==> src/hdl/pewma_pkg.sv <==
// Package for the pressure EWMA block: widths, reset values, register map,
// sequencer states. Used by pressure_ewma_with_offset_calibration.
package pewma_pkg;

  localparam int AdcBits    = 12;
  localparam int CalSamples = 16;

  localparam int SampleW = 12;
  localparam int MvW     = 16;
  localparam int SfW     = 9;
  localparam int PressW  = 8;
  localparam int CntW    = 8;
  localparam int AccW    = 34;
  localparam int StepW   = 4;
  localparam int AddrW   = 5;
  localparam int DataW   = 32;
  localparam int MvShift = AdcBits - 8;

  localparam logic [SfW-1:0] SfOne    = SfW'(256);
  localparam logic [SfW-1:0] SfReset  = SfW'(90);
  localparam logic [MvW-1:0] SensReset = MvW'(1485);
  localparam logic [MvW-1:0] SupReset  = MvW'(5000);
  localparam logic [MvW-1:0] LowReset  = MvW'(0);
  localparam logic [MvW-1:0] HighReset = MvW'(425);
  localparam logic [AccW-1:0] RoundHalf = AccW'(32768);

  typedef enum logic [2:0] {
    RegSmooth = 3'd0,
    RegSens   = 3'd1,
    RegSupply = 3'd2,
    RegLow    = 3'd3,
    RegHigh   = 3'd4
  } reg_idx_e;

  typedef enum logic [6:0] {
    StIdle   = 7'b0000001,
    StMulMv  = 7'b0000010,
    StMulNew = 7'b0000100,
    StMulOld = 7'b0001000,
    StCur    = 7'b0010000,
    StMulP   = 7'b0100000,
    StDone   = 7'b1000000
  } state_e;

endpackage

==> src/hdl/pressure_ewma_with_offset_calibration.sv <==
// Pressure EWMA filter with start-up offset calibration, APB register port.
// A new sample is taken only in the idle state, after the previous result is handed off.
// One shift-add unit takes one multiplier bit per cycle: 12 bits for the
// conversion, 9 + 9 for the filter weights, 16 for the sensitivity.
// Reset (rst_ni low, async): register defaults; filter, offset, count, flags cleared.
// Depends on pewma_pkg.
module pressure_ewma_with_offset_calibration (
  input  logic                          clk_i,
  input  logic                          rst_ni,
  input  logic                          psel,
  input  logic                          penable,
  input  logic                          pwrite,
  input  logic [pewma_pkg::AddrW-1:0]   paddr,
  input  logic [pewma_pkg::DataW-1:0]   pwdata,
  output logic [pewma_pkg::DataW-1:0]   prdata,
  output logic                          pready,
  input  logic                          in_valid_i,
  output logic                          in_ready_o,
  input  logic [pewma_pkg::SampleW-1:0] adc_sample_i,
  output logic                          out_valid_o,
  input  logic                          out_ready_i,
  output logic [pewma_pkg::PressW-1:0]  pressure_o,
  output logic [pewma_pkg::MvW-1:0]     filtered_millivolts_o,
  output logic                          ready_res_o,
  output logic                          offset_fault_o
);

  logic [pewma_pkg::SfW-1:0] sf_q;
  logic [pewma_pkg::MvW-1:0] sens_q, sup_q, low_q, high_q;

  pewma_pkg::state_e state_q, state_d;
  logic [pewma_pkg::AccW-1:0]  acc_q, acc_d, mcand_q, mcand_d, acc_step;
  logic [pewma_pkg::MvW-1:0]   mplier_q, mplier_d;
  logic [pewma_pkg::StepW-1:0] step_q, step_d;
  logic [pewma_pkg::MvW-1:0]   smooth_q, smooth_d, off_q, off_d, cur_q, cur_d;
  logic [pewma_pkg::CntW-1:0]  cnt_q, cnt_d, cnt_inc;
  logic                        cal_q, cal_d, fault_q, fault_d, neg_q, neg_d;
  logic                        oval_q, oval_d;
  logic [pewma_pkg::PressW-1:0] pres_q, pres_d, pres_calc;
  logic [pewma_pkg::MvW-1:0]   ofilt_q, ofilt_d;
  logic                        ordy_q, ordy_d, ofault_q, ofault_d;

  logic [pewma_pkg::SfW-1:0] wt_new, wt_old;
  logic [pewma_pkg::MvW-1:0] cur_sat, diff;
  logic                      cur_neg, last_step, cfg_wr;
  logic [2:0]                reg_idx;

  // Register port
  assign pready  = 1'b1;
  assign cfg_wr  = psel & penable & pwrite;
  assign reg_idx = paddr[4:2];

  always_comb begin
    prdata = '0;
    case (reg_idx)
      pewma_pkg::RegSmooth: prdata = pewma_pkg::DataW'(sf_q);
      pewma_pkg::RegSens:   prdata = pewma_pkg::DataW'(sens_q);
      pewma_pkg::RegSupply: prdata = pewma_pkg::DataW'(sup_q);
      pewma_pkg::RegLow:    prdata = pewma_pkg::DataW'(low_q);
      pewma_pkg::RegHigh:   prdata = pewma_pkg::DataW'(high_q);
      default:              prdata = '0;
    endcase
  end

  always_ff @(posedge clk_i or negedge rst_ni) begin
    if (!rst_ni) begin
      sf_q   <= pewma_pkg::SfReset;
      sens_q <= pewma_pkg::SensReset;
      sup_q  <= pewma_pkg::SupReset;
      low_q  <= pewma_pkg::LowReset;
      high_q <= pewma_pkg::HighReset;
    end else if (cfg_wr) begin
      case (reg_idx)
        pewma_pkg::RegSmooth: sf_q   <= pwdata[pewma_pkg::SfW-1:0];
        pewma_pkg::RegSens:   sens_q <= pwdata[pewma_pkg::MvW-1:0];
        pewma_pkg::RegSupply: sup_q  <= pwdata[pewma_pkg::MvW-1:0];
        pewma_pkg::RegLow:    low_q  <= pwdata[pewma_pkg::MvW-1:0];
        pewma_pkg::RegHigh:   high_q <= pwdata[pewma_pkg::MvW-1:0];
        default: ;
      endcase
    end
  end

  // Datapath helpers
  assign wt_new    = (sf_q > pewma_pkg::SfOne) ? pewma_pkg::SfOne : sf_q;
  assign wt_old    = pewma_pkg::SfOne - wt_new;
  assign acc_step  = acc_q + (mplier_q[0] ? mcand_q : '0);
  assign last_step = (step_q == '0);

  assign cur_sat = (acc_q[pewma_pkg::AccW-1:32] != '0) ? '1 : acc_q[31:16];
  assign cur_neg = cur_sat < off_q;
  assign diff    = cur_neg ? (off_q - cur_sat) : (cur_sat - off_q);
  assign cnt_inc = (cnt_q != '1) ? cnt_q + 1'b1 : cnt_q;

  assign pres_calc = neg_q ? '0 :
                     (acc_q[pewma_pkg::AccW-1:24] != '0) ? '1 : acc_q[23:16];

  always_comb begin
    state_d  = state_q;
    acc_d    = acc_q;
    mcand_d  = mcand_q;
    mplier_d = mplier_q;
    step_d   = step_q;
    smooth_d = smooth_q;
    off_d    = off_q;
    cur_d    = cur_q;
    cnt_d    = cnt_q;
    cal_d    = cal_q;
    fault_d  = fault_q;
    neg_d    = neg_q;
    oval_d   = oval_q & ~out_ready_i;
    pres_d   = pres_q;
    ofilt_d  = ofilt_q;
    ordy_d   = ordy_q;
    ofault_d = ofault_q;

    case (state_q)
      pewma_pkg::StIdle: begin
        if (in_valid_i) begin
          acc_d    = '0;
          mcand_d  = pewma_pkg::AccW'(sup_q);
          mplier_d = pewma_pkg::MvW'(adc_sample_i);
          step_d   = pewma_pkg::StepW'(pewma_pkg::SampleW - 1);
          state_d  = pewma_pkg::StMulMv;
        end
      end
      pewma_pkg::StMulMv: begin
        acc_d    = acc_step;
        mcand_d  = mcand_q << 1;
        mplier_d = mplier_q >> 1;
        step_d   = step_q - 1'b1;
        if (last_step) begin
          // mv in Q.8 = product * 256 / 2^AdcBits
          mcand_d  = acc_step >> pewma_pkg::MvShift;
          acc_d    = '0;
          mplier_d = pewma_pkg::MvW'(wt_new);
          step_d   = pewma_pkg::StepW'(pewma_pkg::SfW - 1);
          state_d  = pewma_pkg::StMulNew;
        end
      end
      pewma_pkg::StMulNew: begin
        acc_d    = acc_step;
        mcand_d  = mcand_q << 1;
        mplier_d = mplier_q >> 1;
        step_d   = step_q - 1'b1;
        if (last_step) begin
          mcand_d  = pewma_pkg::AccW'(smooth_q) << 8;
          mplier_d = pewma_pkg::MvW'(wt_old);
          step_d   = pewma_pkg::StepW'(pewma_pkg::SfW - 1);
          state_d  = pewma_pkg::StMulOld;
        end
      end
      pewma_pkg::StMulOld: begin
        acc_d    = acc_step;
        mcand_d  = mcand_q << 1;
        mplier_d = mplier_q >> 1;
        step_d   = step_q - 1'b1;
        if (last_step) state_d = pewma_pkg::StCur;
      end
      pewma_pkg::StCur: begin
        cur_d    = cur_sat;
        neg_d    = cur_neg;
        smooth_d = cur_sat;
        acc_d    = pewma_pkg::RoundHalf;
        mcand_d  = pewma_pkg::AccW'(diff);
        mplier_d = sens_q;
        step_d   = pewma_pkg::StepW'(pewma_pkg::MvW - 1);
        state_d  = pewma_pkg::StMulP;
        if (!cal_q) begin
          cnt_d = cnt_inc;
          if (cnt_inc >= pewma_pkg::CntW'(pewma_pkg::CalSamples)) begin
            off_d    = cur_sat;
            smooth_d = '0;
            cal_d    = 1'b1;
            if (cur_sat < low_q || cur_sat > high_q) fault_d = 1'b1;
          end
        end
      end
      pewma_pkg::StMulP: begin
        acc_d    = acc_step;
        mcand_d  = mcand_q << 1;
        mplier_d = mplier_q >> 1;
        step_d   = step_q - 1'b1;
        if (last_step) state_d = pewma_pkg::StDone;
      end
      pewma_pkg::StDone: begin
        if (!oval_q || out_ready_i) begin
          oval_d   = 1'b1;
          pres_d   = pres_calc;
          ofilt_d  = cur_q;
          ordy_d   = cal_q;
          ofault_d = fault_q;
          state_d  = pewma_pkg::StIdle;
        end
      end
      default: state_d = pewma_pkg::StIdle;
    endcase
  end

  always_ff @(posedge clk_i or negedge rst_ni) begin
    if (!rst_ni) begin
      state_q  <= pewma_pkg::StIdle;
      smooth_q <= '0;
      off_q    <= '0;
      cnt_q    <= '0;
      cal_q    <= 1'b0;
      fault_q  <= 1'b0;
      oval_q   <= 1'b0;
    end else begin
      state_q  <= state_d;
      smooth_q <= smooth_d;
      off_q    <= off_d;
      cnt_q    <= cnt_d;
      cal_q    <= cal_d;
      fault_q  <= fault_d;
      oval_q   <= oval_d;
    end
  end

  always_ff @(posedge clk_i) begin
    acc_q    <= acc_d;
    mcand_q  <= mcand_d;
    mplier_q <= mplier_d;
    step_q   <= step_d;
    cur_q    <= cur_d;
    neg_q    <= neg_d;
    pres_q   <= pres_d;
    ofilt_q  <= ofilt_d;
    ordy_q   <= ordy_d;
    ofault_q <= ofault_d;
  end

  assign in_ready_o            = (state_q == pewma_pkg::StIdle);
  assign out_valid_o           = oval_q;
  assign pressure_o            = pres_q;
  assign filtered_millivolts_o = ofilt_q;
  assign ready_res_o           = ordy_q;
  assign offset_fault_o        = ofault_q;

  a_cal_sticky: assert property (@(posedge clk_i) disable iff (!rst_ni)
    cal_q |=> cal_q) else $error("calibration flag dropped");

  a_fault_needs_cal: assert property (@(posedge clk_i) disable iff (!rst_ni)
    fault_q |-> cal_q) else $error("fault flag set before calibration");

  a_cnt_bound: assert property (@(posedge clk_i) disable iff (!rst_ni)
    !cal_q |-> (cnt_q < pewma_pkg::CntW'(pewma_pkg::CalSamples)))
    else $error("calibration count overran while uncalibrated");

  a_busy_after_accept: assert property (@(posedge clk_i) disable iff (!rst_ni)
    (in_valid_i && in_ready_o) |=> !in_ready_o)
    else $error("item accepted while sequencer stayed idle");

  a_out_flags: assert property (@(posedge clk_i) disable iff (!rst_ni)
    out_valid_o |-> (!offset_fault_o || ready_res_o))
    else $error("fault shown without ready");

endmodule

==> config.mk <==
export PLATFORM = sky130hd
export DESIGN_NAME = pressure_ewma_with_offset_calibration
export DESIGN_NICKNAME = d
export VERILOG_FILES = /design/src/hdl/pewma_pkg.sv /design/src/hdl/pressure_ewma_with_offset_calibration.sv
export SDC_FILE = /design/constraint.sdc
export NUM_CORES = 1
export LEC_CHECK = 0
export BUFFER_PORTS_ARGS = -buffer_cell sky130_fd_sc_hd__clkbuf_2
export CORE_MARGIN = 10
export CORE_UTILIZATION = 61
export DETAILED_ROUTE_END_ITERATION = 12
export PLACE_DENSITY = 0.78
export SYNTH_ARGS = -nofsm -noshare
export SYNTH_HDL_FRONTEND = slang
export SYNTH_SLANG_ARGS = --single-unit
==> constraint.sdc <==
create_clock -name clk_i -period 6.25 [get_ports clk_i]
set_input_delay 0.9375 -clock clk_i [delete_from_list [all_inputs] [get_ports clk_i]]
set_output_delay 0.9375 -clock clk_i [all_outputs]
set_load 0.05 [all_outputs]
# After elaboration in Yosys (flattened, before gate mapping)
# Index checks and enable logic that the tools add are counted.
# word_totals
input_bits,56
word_cells,116
out_inout_bits,61
register_bits,254
# op_classes
bitwise_logic,5
addsub,6
n_reduce_logical,26
order_cmp,5
mux,34
eq_ne,18
# ops
op,count
34-bit 2-to-1 mux,6
34-bit case mux with 5 select lines,1
16-bit case mux with 5 select lines,2
34-bit case mux with 4 select lines,1
16-bit 2-to-1 mux,5
7-bit case mux with 7 select lines,1
7-bit 2-to-1 mux,6
34-bit adder,1
16-bit less-than comparator,2
16-bit subtractor,2
15-bit 2-to-1 mux,2
2-bit AND reduction,10
16-bit greater-than comparator,1
8-bit 2-to-1 mux,2
4-bit case mux with 4 select lines,1
2-bit != test (second input constant),6
10-bit nonzero test,1
9-bit greater-than comparator (second input constant),1
9-bit 2-to-1 mux,1
9-bit subtractor (first input constant),1
8-bit by 1-bit adder with 8-bit output (second input constant),1
8-bit by 5-bit greater-or-equal comparator with 1-bit output (second input constant),1
4-bit 2-to-1 mux,2
8-bit != test (second input constant),1
other kinds (26),36

# Logic depth before layout (Yosys ltp)
# Gate-level depths: netlist of run 1.
# logic_depth
depth_word,5
ltp_mapped,18
depth_no_buf,15

# Least setup slack after synthesis of run 1
# No wires, ideal clock.
# synth_timing
path_type,reg-to-reg
start,register state_q[5]
end,"register mcand_q[0] (netlist name), enable pin"
slack_ps,1661
n_path_buf,4
period_less_slack_ps,4589
t_arrival_ps,4115
path_stages_with_launch,11
required_ps,5776
setup_ps,474
path_cell_list,dfrtp_1 -> buf_4 -> nor3_1 -> and2_4 -> and3b_1 -> buf_2 -> or3_1 -> buf_4 -> nor2_4 -> buf_2 -> a21oi_1
# synth_via
elab_chain_cells,4
word_cells_on_any_way,10
cone_classes,eq/ne: 7; reduce/logical: 3
# synth_rtl
element,line,text
"start, declared",pressure_ewma_with_offset_calibration.sv:31,"pewma_pkg::state_e state_q, state_d;"
"start signal, assigned",pressure_ewma_with_offset_calibration.sv:202,state_q <= pewma_pkg::StIdle;
"start signal, assigned",pressure_ewma_with_offset_calibration.sv:210,state_q <= state_d;
7-bit by 6-bit == test with 1-bit output / 7-bit by 4-bit == test with 1-bit output (equally long branches),pressure_ewma_with_offset_calibration.sv:117,case (state_q)
2-bit OR reduction (no source line),--,
5-bit nonzero test (no source line),--,
2-bit AND reduction (no source line) (*),--,
"end signal, assigned",pressure_ewma_with_offset_calibration.sv:222,mcand_q <= mcand_d;
"end, declared",pressure_ewma_with_offset_calibration.sv:32,"logic [pewma_pkg::AccW-1:0] acc_q, acc_d, mcand_q, mcand_d, acc_step;"
# Every way passes the cells marked *; elsewhere a longest branch is shown, timed or not.
# A chain may end at the register's enable or synchronous reset.

# Worst setup path in the final report of run 1
# layout_timing
start,register acc_q[33] (netlist name)
end,register mcand_q[14] (netlist name) (data pin)
# layout_via
elab_chain_cells,5
word_cells_on_any_way,7
cone_classes,add/sub: 2; order compare: 1; mux: 3; reduce/logical: 1
# layout_rtl
element,line,text
"start, declared",pressure_ewma_with_offset_calibration.sv:32,
"start signal, assigned",pressure_ewma_with_offset_calibration.sv:221,acc_q <= acc_d;
2-bit nonzero test (*),pressure_ewma_with_offset_calibration.sv:90,assign cur_sat = (acc_q[pewma_pkg::AccW-1:32] != '0) ? '1 : acc_q[31:16];
16-bit 2-to-1 mux (*),pressure_ewma_with_offset_calibration.sv:90,
"net cur_sat, one bit",pressure_ewma_with_offset_calibration.sv:44,"logic [pewma_pkg::MvW-1:0] cur_sat, diff;"
16-bit subtractor / 16-bit less-than comparator (equally long branches),"pressure_ewma_with_offset_calibration.sv:92, pressure_ewma_with_offset_calibration.sv:91",
16-bit 2-to-1 mux (*),pressure_ewma_with_offset_calibration.sv:92,assign diff = cur_neg ? (off_q - cur_sat) : (cur_sat - off_q);
34-bit case mux with 5 select lines (*),pressure_ewma_with_offset_calibration.sv:117,
"net mcand_d, one bit",pressure_ewma_with_offset_calibration.sv:32,
# Mark *: on every way through the listed nets, which the timed path passes. The rest lies on a longest branch.

==> results.py, run 1 <==
metrics = {
    "synth": {
        "async_reset_ff_share_pct": 48.4,
        "syn_inst": 1489,
        "yosysMostFrequentCell": "nor2_1",
        "ys_seq_elements": 254,
        "synthFlopType": "edfxtp_1",
        "synth_edf_count": 131,
        "synth-seq-area-share_pct": 46.0,
        "synth_cell_types": 81,
        "synthTopCellsByCount": "nor2_1, edfxtp_1, dfrtp_1",
        "yosysWarnings": 0,
        "yosys-top-cells-area": "edfxtp_1, dfrtp_1, ha_1",
        "synth_top_area_share_pct": 25.7,
        "synth_area_um2": 15300,
        "yosys.area.top_type": "edfxtp_1",
        "avgSynthCellArea_um2": 10.3,
    },
    "drt": {
        "routed_via_density": 6.32,
        "vias": 11879,
        "ant_nets": 0,
        "dr.first_iter.drc_count": 1142,
        "drtPass1Iterations": 6,
        "drt-total-wl_um": 40800,
        "drc_errors": 0,
        "wl_per_cell_um": 21.7,
    },
    "global_routing": {
        "antenna_found_initial": 0,
        "overflow": 0,
        "grt_max_degree": 68,
        "track_usage_pct": 25.5,
        "grt_pass1_vias": 11690,
        "grt_pass1_wl_um": 64500,
    },
    "cells_and_area": {
        "nets": 1692,
        "fin_util_pct": 68.6,
        "stdcell_area_um2": 16800,
        "n_fill_cell": 1897,
        "fin_cells": 1881,
        "area_growth_pct": 9.94,
        "layout-drive-gt1-share_pct": 17.1,
        "insertedDiodeCount": 0,
    },
    "die": {
        "die_h_um": 178,
        "dieArea_um2": 31800,
        "dieWidth_um": 178,
        "io_pins": 117,
        "coreArea_um2": 24500,
        "row_count": 57,
        "start_util_pct": 62.4,
    },
    "power_and_ir_drop": {
        "p_sw_share_pct": 42.2,
        "p_clk_share_pct": 20.3,
        "leakagePower_nw": 7.25,
        "p_per_area_nw_per_um2": 501,
        "combPwrFrac_pct": 47.5,
        "peakVddDrop_uv": 404,
        "pwr-share-seq_pct": 32.3,
        "p_int_mw": 4.87,
        "p_sw_mw": 3.56,
    },
    "worst_setup_path": {
        "critical_path.max_fanout": 16,
        "arrival_ps": 4940,
        "cp.required_ps": 6550,
        "cp-end-kind": "register",
        "cp_num_buf_inv": 1,
        "path_delay_family": "simple AND/OR/NAND/NOR gates",
        "start_kind": "register",
        "crit_path_max_incr_delay_ps": 490,
        "crit_slowest_cell": "or2_2",
        "worstSetupPathType": "reg2reg",
        "path_cells": "or2_2 > nor2_1 > inv_1 > ha_1 > fa_1 > nor2b_1 > o211ai_1 > a21boi_0 > nor4_1 > nor3_1 > a31oi_1 > o21ai_0 > a21oi_1 > xnor2_1 > a311o_1",
    },
    "clock_tree": {
        "cts.repair.resized": 0,
        "postCtsHoldBufs": 0,
        "cts_tree": "built",
        "cts_setup_buffers": 0,
        "clkSlewWorstSetupHoldPaths_ps": 60,
        "clock_latency_ps": 560,
        "htree_levels": 1,
        "cts_buffers": 29,
        "cts_buffer_depth": 3,
        "cts_sinks": 254,
        "clockRootBuffer": "clkbuf_16",
    },
    "sta": {
        "fin_setup_tns_ps": 0,
        "worst_hold_slack_ps": 417,
        "tightestPinTransition_ps": 1210,
        "final.setup_skew_ps": 20.0,
        "timing.final.crit_share_pct": 74.2,
        "fmax_mhz": 216,
        "setup_violations": 0,
        "maxSlewHeadroom_pct": 19.2,
        "report.final.hold_viol_count": 0,
        "slew_viol_final": 0,
        "rsz0062_at_grt": "false",
        "layout_min_cycle_time_ps": 4640,
    },
    "run": {
        "maxCapViolations": 0,
    },
    "placed_design": {
        "placed_cell_area_um2": 15900,
        "post-dp-hpwl_um": 29200,
        "io_buffers": 81,
        "dp_cells": 1827,
        "globalplace.congestion": 0.942,
    },
    "run_status": {
        "status": "finished, final reports clean",
    },
    "worst_hold_path": {
        "hold_class": "reg2reg",
    },
}
## logic make-up after synthesis
family	share of synthesized area (%)
AOI/OAI and AO/OA	17.6
adders and majority gates	8.48
buffers and inverters	5.04
and+or+nand+nor	12.5
other	0.0491
xor gates and xnor gates	3.09
muxes	7.34
DFF	46.0
## layer usage
metal  vias to the layer above  global-route usage (%)  routed length, µm
met5                         -                       0                  0
met4                         0                    8.96               1370
met3                        86                    3.55               3060
met2                       499                    41.4              19100
met1                      5783                    34.4              17300
li1                       5511                       -                  -
## registers in the layout, summed over array words and instances, names as in the netlist, 4 cells and up
name and flops:
sup_q 16, sf_q 9, cnt_q 8, pressure_o 8
step_q 4, off_q 16, smooth_q 16, state_q 7
acc_q 34, mplier_q 16, sens_q 16, cur_q 16
low_q 16, mcand_q 34, filtered_millivolts_o 16, high_q 16
## layout by cell type, fill, tap and decap left out, drive strengths merged, types with 23 or more instances in the layout
master / count
edfxtp: 131
clkbuf: 118
nand2: 79
inv: 86
a21o: 51
a211oi: 23
nor2: 149
mux2: 74
xnor2: 36
a22oi: 23
dfrtp: 101
ha: 99
mux2i: 29
o21ai: 95
a21oi: 89
and2: 43
## through the flow
| stage | worst slack, ps | total power, mW |
|---|---|---|
| after global routing | 1240 | 8.95 |
| after floorplan | 1660 | 5.57 |
| final | 1610 | 8.43 |
| after detailed placement | 1690 | 6.65 |
| after CTS | 1690 | 8.38 |
| after global placement | 1750 | 6.56 |
## power by group through the flow
stage	combinational, mW	clock, mW	sequential [mW]
after floorplan	2.96	0	2.61
after CTS	3.95	1.72	2.71
final	4.00	1.71	2.72
after detailed placement	3.91	0	2.74
after global routing	4.39	1.79	2.76
after global placement	3.83	0	2.73
## path summary, 6_finish.rpt
kind | slack [ps] | to | cells after the start | start
setup / recovery | 1610 | mcand_q[14] | 15 | acc_q[33]
hold reg to reg | 420 | filtered_millivolts_o[12] | 0 | cur_q[12]
min in group asynchronous | 500 | sf_q[2] | 1 | rst_ni
max in group asynchronous | 4400 | smooth_q[14] | 2 | rst_ni
hold / removal | 420 | filtered_millivolts_o[12] | 0 | cur_q[12]
setup reg to reg | 1610 | mcand_q[14] | 15 | acc_q[33]
## layout make-up
class                      count  area (µm²)  area share (%)
tap                          324         405            2.41
timing repair buffer          94         505            3.00
multi-input combinational   1070        7610            45.2
clock buffer                  38         759            4.51
sequential                   254        7040            41.8
inverter                      85         319            1.90
clock inverter                16         188            1.12
Note: power is estimated with default switching activity, not from simulation.
==> inputs of run 2 (changes only) <==
Clock period 6.25 ns to 4.6 ns, I/O delays scaled along.
==> results.py, run 2 (same netlist as run 1, synthesis figures left out) <==
metrics = {
    "run_status": {
        "status": "finished, final reports clean",
    },
    "worst_setup_path": {
        "cp.required_ps": 4900,
        "path_delay_family": "simple AND/OR/NAND/NOR gates",
        "cp_num_buf_inv": 1,
        "arrival_ps": 4580,
        "worstSetupPathType": "reg2reg",
        "crit_path_max_incr_delay_ps": 460,
        "critical_path.max_fanout": 6,
        "start_kind": "register",
        "cp-end-kind": "register",
        "crit_slowest_cell": "nor2_1",
        "path_cells": "or2_2 > nor2_1 > inv_1 > ha_1 > fa_1 > nor2b_1 > o211ai_1 > a21boi_0 > nor4_1 > nor3_1 > a31oi_1 > o21ai_0 > a21oi_1 > xnor2_1 > a311o_1",
    },
    "die": {
        "dieArea_um2": 31800,
        "start_util_pct": 62.4,
        "coreArea_um2": 24500,
        "die_h_um": 178,
        "dieWidth_um": 178,
        "row_count": 57,
        "io_pins": 117,
    },
    "cells_and_area": {
        "fin_cells": 1891,
        "fin_util_pct": 68.9,
        "n_fill_cell": 1890,
        "biggestRegsByFlops": "acc_q x34, mcand_q x34",
        "mostFrequentLayoutCells": "nor2_1, edfxtp_1, dfrtp_1, ha_1, o21ai_0",
        "layout-drive-gt1-share_pct": 18.1,
        "insertedDiodeCount": 0,
        "nets": 1703,
        "area_growth_pct": 10.4,
        "final_common_cell": "nor2_1",
    },
    "placed_design": {
        "dp_cells": 1839,
        "pre_cts_slack_ps": 386,
        "globalplace.congestion": 0.971,
        "post-dp-hpwl_um": 30000,
        "io_buffers": 81,
    },
    "power_and_ir_drop": {
        "p_per_area_nw_per_um2": 678,
        "peakVddDrop_uv": 420,
        "leakagePower_nw": 7.31,
    },
    "drt": {
        "vias": 11990,
        "wl_per_cell_um": 21.6,
        "drc_errors": 0,
        "drt-total-wl_um": 40800,
        "drtPass1Iterations": 6,
        "dr.first_iter.drc_count": 1108,
        "ant_nets": 0,
        "routed_via_density": 6.34,
    },
    "sta": {
        "final.setup_skew_ps": 27.3,
        "maxSlewHeadroom_pct": 27.1,
        "tightestPinTransition_ps": 1090,
        "rsz0062_at_grt": "false",
        "setup_ws_ps": 316,
        "slew_viol_final": 0,
        "timing.final.crit_share_pct": 93.1,
        "setup_violations": 0,
        "layout_min_cycle_time_ps": 4280,
        "report.final.hold_viol_count": 0,
        "fin_setup_tns_ps": 0,
        "fmax_mhz": 233,
    },
    "clock_tree": {
        "clock_latency_ps": 570,
        "htree_levels": 1,
        "clkSlewWorstSetupHoldPaths_ps": 60,
        "cts.repair.resized": 0,
        "postCtsHoldBufs": 0,
        "cts_setup_buffers": 0,
        "clockRootBuffer": "clkbuf_16",
        "cts_buffer_depth": 3,
        "cts_sinks": 254,
        "cts_tree": "built",
        "cts_buffers": 28,
    },
    "global_routing": {
        "antenna_found_initial": 1,
        "track_usage_pct": 25.3,
        "grt_pass1_vias": 11794,
        "grt_pass1_wl_um": 64100,
        "overflow": 0,
        "grt_max_degree": 124,
    },
    "worst_hold_path": {
        "hold_class": "in2async",
    },
    "run": {
        "maxCapViolations": 0,
    },
}
-- run 2: layer usage --
metal  track usage, %  up-vias  share of wire (%)
met4             10.4        2                4.1
met1             33.4     5840                 42
li1                 -     5531                  -
met5                0        -              0.029
met3             4.76      105                7.9
met2             40.1      512                 46
-- run 2: worst paths after layout --
check / cells past startpoint / start / endpoint / slack (ps)
worst max-delay path: 15 / acc_q[33] / mcand_q[14] / 320
worst min-delay path: 2 / rst_ni / sf_q[2] / 220
worst max register to register: 15 / acc_q[33] / mcand_q[14] / 320
worst min register to register: 0 / cur_q[12] / filtered_millivolts_o[12] / 420
max in group asynchronous: 2 / rst_ni / smooth_q[10] / 3820
min in group clk_i: 2 / in_valid_i / state_q[0] / 320
-- run 2: power by group --
part / switching [mW] / leakage, nW / internal, mW
sequential: 0.468 / 2.82 / 3.26
combinational: 3.49 / 4.04 / 2.05
clock: 0.975 / 0.448 / 1.20
-- run 2: cell type report --
class | count | area [µm²] | area share, %
clock buffer | 34 | 763 | 4.52
clock inverter | 18 | 136 | 0.807
inverter | 85 | 319 | 1.89
multi-input combinational | 1070 | 7610 | 45.0
sequential | 254 | 7040 | 41.7
tap | 324 | 405 | 2.40
timing repair buffer | 106 | 621 | 3.67
-- run 2: stage by stage --
step	hold slack, ps	cell area [µm²]	power, mW
global placement	402	16000	9.03
CTS	264	16900	11.4
global route	250	16900	12.1
floorplan	394	15400	7.57
finish	217	16900	11.4
detailed placement	405	16000	9.17
